## src/rtl/light_map_pixel_blend_macros.svh

```systemverilog
// Assertion macros for the light map pixel blend.
// Included by the top level; depends on nothing else.
`ifndef LIGHT_MAP_PIXEL_BLEND_MACROS_SVH
`define LIGHT_MAP_PIXEL_BLEND_MACROS_SVH

// Same-cycle implication, disabled while reset is asserted.
`define LMPB_ASSERT_IMPL(name, clk, rstn, ante, cons, msg) \
  name: assert property (@(posedge clk) disable iff (!rstn) (ante) |-> (cons)) \
    else $error(msg);

// Next-cycle implication, disabled while reset is asserted.
`define LMPB_ASSERT_NEXT(name, clk, rstn, ante, cons, msg) \
  name: assert property (@(posedge clk) disable iff (!rstn) (ante) |=> (cons)) \
    else $error(msg);

`endif

```

## src/rtl/lmpb_pkg.sv

```systemverilog
// Shared types and constants of the light map pixel blend.
// Used by every module and interface instance of the block; depends on nothing.
`default_nettype none

package lmpb_pkg;

  localparam int unsigned ChanW        = 8;
  localparam int unsigned ProdW        = 2 * ChanW;
  localparam int unsigned NumW         = 3 * ChanW + 1;
  localparam int unsigned NumChan      = 3;
  localparam int unsigned DivStages    = 3;
  localparam int unsigned BitsPerStage = 3;
  localparam int unsigned QuoW         = DivStages * BitsPerStage;
  localparam int unsigned CfgIdxW      = 3;

  localparam logic [ChanW-1:0] PixMax = {ChanW{1'b1}};

  typedef enum logic [CfgIdxW-1:0] {
    CfgAmbRed       = 3'd0,
    CfgAmbGreen     = 3'd1,
    CfgAmbBlue      = 3'd2,
    CfgAmbIntensity = 3'd3,
    CfgFullBright   = 3'd4
  } cfg_idx_e;

  typedef struct packed {
    logic [ChanW-1:0] light_red;
    logic [ChanW-1:0] light_green;
    logic [ChanW-1:0] light_blue;
    logic [ChanW-1:0] light_alpha;
    logic [ChanW-1:0] sky_visibility;
  } pix_in_t;

  typedef struct packed {
    logic [ChanW-1:0] out_red;
    logic [ChanW-1:0] out_green;
    logic [ChanW-1:0] out_blue;
    logic [ChanW-1:0] out_alpha;
  } pix_out_t;

  typedef struct packed {
    logic [CfgIdxW-1:0] idx;
    logic [ChanW-1:0]   wdata;
  } cfg_wr_t;

  typedef struct packed {
    logic [ChanW-1:0] amb_red;
    logic [ChanW-1:0] amb_green;
    logic [ChanW-1:0] amb_blue;
    logic [ChanW-1:0] amb_intensity;
    logic             full_bright;
  } cfg_t;

  typedef struct packed {
    logic [NumChan-1:0][ProdW-1:0] ca;
    logic [ProdW-1:0]              s;
    logic [ProdW-1:0]              la;
  } prod_t;

  typedef struct packed {
    logic [NumChan-1:0][NumW-1:0] num;
    logic [ProdW-1:0]             t;
    logic [ChanW-1:0]             alpha;
    logic                         zero;
  } sum_t;

  typedef struct packed {
    logic [NumChan-1:0][NumW-1:0] rem;
    logic [NumChan-1:0][QuoW-1:0] q;
    logic [ProdW-1:0]             t;
    logic [ChanW-1:0]             alpha;
    logic                         zero;
  } div_t;

endpackage

`default_nettype wire

```

## src/rtl/lmpb_front.sv

```systemverilog
// Front stages: byte products, then weighted sums, weight T and alpha.
// Depends on lmpb_pkg.
`default_nettype none

module lmpb_front (
  input  logic           clk_i,
  input  logic [1:0]     en_i,
  input  lmpb_pkg::pix_in_t pix_i,
  input  lmpb_pkg::cfg_t    cfg_i,
  output lmpb_pkg::sum_t    sum_o
);
  import lmpb_pkg::*;

  prod_t prod_d, prod_q;
  sum_t  sum_d, sum_q;

  logic [NumChan-1:0][ChanW-1:0] light_c;
  logic [NumChan-1:0][ChanW-1:0] amb_c;
  logic [ProdW-1:0]              t_max;
  logic [ProdW:0]                alpha_sum;

  always_comb begin
    light_c[0] = pix_i.light_red;
    light_c[1] = pix_i.light_green;
    light_c[2] = pix_i.light_blue;
    amb_c[0]   = cfg_i.amb_red;
    amb_c[1]   = cfg_i.amb_green;
    amb_c[2]   = cfg_i.amb_blue;
  end

  always_comb begin
    prod_d.s  = ProdW'(pix_i.sky_visibility) * ProdW'(cfg_i.amb_intensity);
    prod_d.la = {pix_i.light_alpha, ChanW'(0)} - ProdW'(pix_i.light_alpha);
    for (int c = 0; c < NumChan; c++) begin
      prod_d.ca[c] = ProdW'(light_c[c]) * ProdW'(pix_i.light_alpha);
    end
  end

  // floor(t / 255) as (t + t/256 + 1) / 256, exact for t up to 255 * 255
  always_comb begin
    t_max     = (prod_q.la > prod_q.s) ? prod_q.la : prod_q.s;
    alpha_sum = (ProdW+1)'(t_max) + (ProdW+1)'(t_max >> ChanW) + (ProdW+1)'(1);
    sum_d.t     = t_max;
    sum_d.alpha = alpha_sum[2*ChanW-1 -: ChanW];
    sum_d.zero  = (t_max == '0);
    for (int c = 0; c < NumChan; c++) begin
      sum_d.num[c] = ((NumW'(prod_q.ca[c]) << ChanW) - NumW'(prod_q.ca[c]))
                   + (NumW'(amb_c[c]) * NumW'(prod_q.s));
    end
  end

  always_ff @(posedge clk_i) begin
    if (en_i[0]) begin
      prod_q <= prod_d;
    end
    if (en_i[1]) begin
      sum_q <= sum_d;
    end
  end

  assign sum_o = sum_q;

endmodule

`default_nettype wire

```

## config.mk

```make
export PLATFORM = sky130hd
export DESIGN_NAME = lmpb_front
export DESIGN_NICKNAME = d
export VERILOG_FILES = /design/src/rtl/light_map_pixel_blend_macros.svh /design/src/rtl/lmpb_pkg.sv /design/src/rtl/lmpb_front.sv
export SDC_FILE = /design/constraint.sdc
export NUM_CORES = 2
export LEC_CHECK = 0
export ABC_AREA = 1
export BUFFER_PORTS_ARGS = -buffer_cell sky130_fd_sc_hd__buf_2
export CORE_UTILIZATION = 69
export DETAILED_ROUTE_END_ITERATION = 8
export PLACE_DENSITY = 0.94
export SLEW_MARGIN = 15
export SYNTH_ARGS = -nofsm -noshare
export SYNTH_HDL_FRONTEND = slang
export SYNTH_SLANG_ARGS = --single-unit
```

## constraint.sdc

```tcl
create_clock -name clk_i -period 15.8 [get_ports clk_i]
set_clock_uncertainty 0.15 [all_clocks]
set_input_delay 3.16 -clock clk_i [delete_from_list [all_inputs] [get_ports clk_i]]
set_output_delay 3.16 -clock clk_i [all_outputs]
set_load 0.02 [all_outputs]
```

# After elaboration in Yosys (flattened, before gate mapping)
# Index checks and enable logic that the tools add are counted.
# totals
wordCells	30
inputBits	76
ff_bits	180
out_inout_bits	100
# op_classes
mux	1
magnitude_cmp	1
reduce_logical	1
n_mul	7
add_sub_neg	9
# ops
operator	count
$add A25 B24 Y25	3
$sub A24 B16 Y25	3
$mul A8 B16 Y24	3
$mul A8 B8 Y16	4
$add A16 B1 Y16 const B	1
$add A16 B8 Y16	1
$gt A16 B16 Y1	1
$logic_not A16 Y1	1
$mux W16	1
$sub A16 B8 Y16	1

# Longest topological paths before layout
# depth
ltp_word	4
depth_mapped	28
ltp_nobuf	26

# Worst setup path before layout
# No wires, ideal clock.
# synth_path
path_kind	input to register
startpoint	input port cfg_i[17] (netlist name)
endpoint	register sum_q (netlist bit sum_o[71]), data pin
t_required_ns	15.385
slack_ns	7.667
path_stages	19
setup_time_ns	0.265
t_arrival_ns	7.718
path_cell_list	clkbuf_1 -> clkbuf_1 -> nand2_1 -> fa_1 -> inv_1 -> fa_1 -> fa_1 -> fa_1 -> inv_1 -> fa_1 -> inv_1 -> ha_1 -> nand2_1 -> nor4_1 -> a21oi_1 -> nor3_1 -> nor2_1 -> o21ai_0 -> xor2_1
# synth_rtl
item	line	rtl
start: declaration	lmpb_front.sv:9	input lmpb_pkg::cfg_t cfg_i,
end signal: assignment	lmpb_front.sv:57	sum_q <= sum_d;
end: declaration	lmpb_front.sv:15	sum_t sum_d, sum_q;

==> results.md <==
- Hold Crit Depth: 2
- Root cell of the clock tree: clkbuf_16
- Final RePlAce weighted congestion: 0.926
- Synth-to-layout area growth: 5.39%
- Share of cells above drive strength 1: 6.57%
- Hold Path Class: register to register
- Clock sink count: 180
- Final ANT Viol Nets: 0
- # hold bufs at CTS: 0
- Synth warn: 0
- Die ar.: 45100 um^2
- Fillers: 2720
- WP data arrival: 8.20 ns
- Period minus WS final: 8.11 ns
- CP startpoint kind: primary input
- Cells after Synth: 3608
- Largest net degree at the start of global routing: 70
- Post-synth top flop: edfxtp_1
- Slew HR: 6.05%
- Initial antenna violation count: 10
- Row Count: 76
- Worst EP required: 15.89 ns
- RSZ-0062 raised after global routing: no
- Starting Density: 70.4%
- Max Cap Viol: 0
- Vias in the first global route: 26367
- H-tree levels: 4
- Adder-Cell Fraction of Synth Area: 46.1%
- Gr usage total: 36.2%
- DP HPWL: 58900 um
- Synth Register Bits: 180
- IO Port Bufs: 174
- Reg area: 5410 um^2
- Clk buf depth: 2
- Synthesized Nets: 4518
- Clock Latency Late Sink: 0.50 ns
- Outcome: completed
- I/O Pins: 176
- Most frequent cells in the layout: inv_1, nand2_1, fa_1
- Multi-input logic area: 20600 um^2
- DR WL/cell: 18.3 um
- Register area share after synthesis: 17.7%
- Global-route wire length before repair: 126000 um
- Post-CTS sizing: 0
- Final setup viols: 0
- Area leader, netlist: fa_1
- Crit path kind: primary input to register
- Post-Syn Area per Cell: 8.46 um^2
- Final max-slew violation count: 0
- Hold Violations, Final: 0
- DRT Wirelength: 77800 um
- Post-synthesis simple-gate area fraction: 13.2%
- GRT overflow: 0
- Top cell type's share of synthesized area: 31.9%
- CTS tree: built
- Mux contribution to synthesized area: 0%
- Distinct cells, synth: 40
- Compound-Gate Fraction of Synth Area: 4.49%
- Origin of the critical flop-to-flop path: prod_q[28]
- Worst r2r path cells: 16
- Async SR Flop Fraction: 0%
- Hold Startpoint: prod_q[6]
- Post-CTS setup buffer count: 0
- Fin nets: 4564
- Worst slew pin tran: 1.41 ns
- Vias per inst: 5.78
- Num CTS Buffers: 17
- Hold path endpoint: sum_o[15]
- Die height: 212 um
- Synth area leaders: fa_1, edfxtp_1, ha_1
- Core area: 43400 um^2
- Via Count: 24631
- Crit. End Element: register
- Synth Area in XOR/XNOR: 3.58%
- Main combinational cell family by area after synthesis: adder cells
- Worst-path clk slew: 0.07 ns
- Period utilization: 51.3%
- 1st-pass router iterations: 8
- Drt first-iter violations: 2818
- Crit-path max FO: 16
- Reg-to-reg slack, setup: 9.38 ns
- Commonest non-fill, non-tap cell in the layout: inv_1
- Post-synth EDFFs: 180
- Netlist Area Pre-Place: 30500 um^2
- Drt drc: 0
- Final setup TNS: 0 ns
- Max Fclk: 0.123 GHz
- Reg2reg end: sum_o[72]
- Die X: 212 um
## worst max-delay path, cell delays in order
cell and delay (ns):
buf_2 0.32, nand2_1 0.15, fa_1 0.57, inv_1 0.06
fa_1 0.50, fa_1 0.55, inv_1 0.05, fa_1 0.48
inv_1 0.05, ha_1 0.27, ha_1 0.38, nand2_1 0.10
o21ai_0 0.34, a21oi_1 0.15, o21ai_0 0.42, nand4_1 0.14
o211ai_1 0.20, a21oi_1 0.16, xnor2_1 0.15
## metrics by stage
step	cells	instance area, um^2	utilization (%)	hold slack [ns]	setup slack (ns)
2_1_floorplan	3608	30500	-	0.452	7.67
3_3_place_gp	4220	31600	72.9	0.539	7.50
3_5_place_dp	4220	31600	72.9	0.528	7.35
4_1_cts	4251	32200	74.2	0.536	7.80
5_1_grt	4254	32200	74.2	0.592	7.46
6_report	4258	32200	74.2	0.569	7.69
## routing by layer
layer  routed length (um)  vias up  global-route usage [%]
met3                 9820      545                    9.60
met5                   60        -                   0.667
met1                26000    11609                    42.3
met2                36600     1782                    59.2
met4                 5270       10                    22.8
li1                     -    10685                       -
## worst max path at each step
stage               startpoint   endpoint  slack (ns)  cells after the start
finish               cfg_i[25]  sum_o[43]        7.69                     19
global placement     cfg_i[17]  sum_o[71]        7.50                     18
global route         cfg_i[26]  sum_o[46]        7.46                     22
detailed placement   cfg_i[25]  sum_o[46]        7.35                     21
CTS                  cfg_i[25]  sum_o[43]        7.80                     19
floorplan            cfg_i[17]  sum_o[71]        7.67                     19
## cell type report
cell class                      instances  share of cell area [%]
Clock buffer                           18                    1.33
Antenna cell                            7                  0.0544
Timing Repair Buffer                  191                    3.12
Tap cell                              585                    2.27
Inverter                             1041                    12.1
Multi-Input combinational cell       2223                    63.9
Sequential cell                       180                    16.8
Clock inverter                         13                   0.389
## Yosys cell counts (7+ instances only)
master and number:
a21oi_1 143, o211ai_1 7, clkbuf_1 139, o21bai_1 11, o21ai_0 55, nor3_1 13, a31oi_1 8, nand2_1 832
buf_1 13, nand3_1 42, xor2_1 76, fa_1 486, ha_1 348, a21o_1 9, inv_1 1040, nand4_1 13
edfxtp_1 180, xnor2_1 49, nor2_1 82, nand2_2 7, nor4_1 10
## cells by family (layout without fill, tap and decap cells)
| group | Yosys count | count (layout) |
|---|---|---|
| buffers and inverters | 1205 | 1263 |
| AND/OR/NAND/NOR | 1013 | 1013 |
| adder cells (fa/ha/maj) | 834 | 834 |
| AO/OA/AOI/OAI | 251 | 251 |
| flip-flops | 180 | 180 |
| XOR/XNOR | 125 | 125 |
| other | 0 | 7 |
## state kept, by name (all words and copies together), names as in the netlist
signal / count
prod_q: 80
sum_o: 100
Power is left out: the tool's default activity adds up to more than one toggle a clock period on the data nets, which glitch-free logic cannot reach.
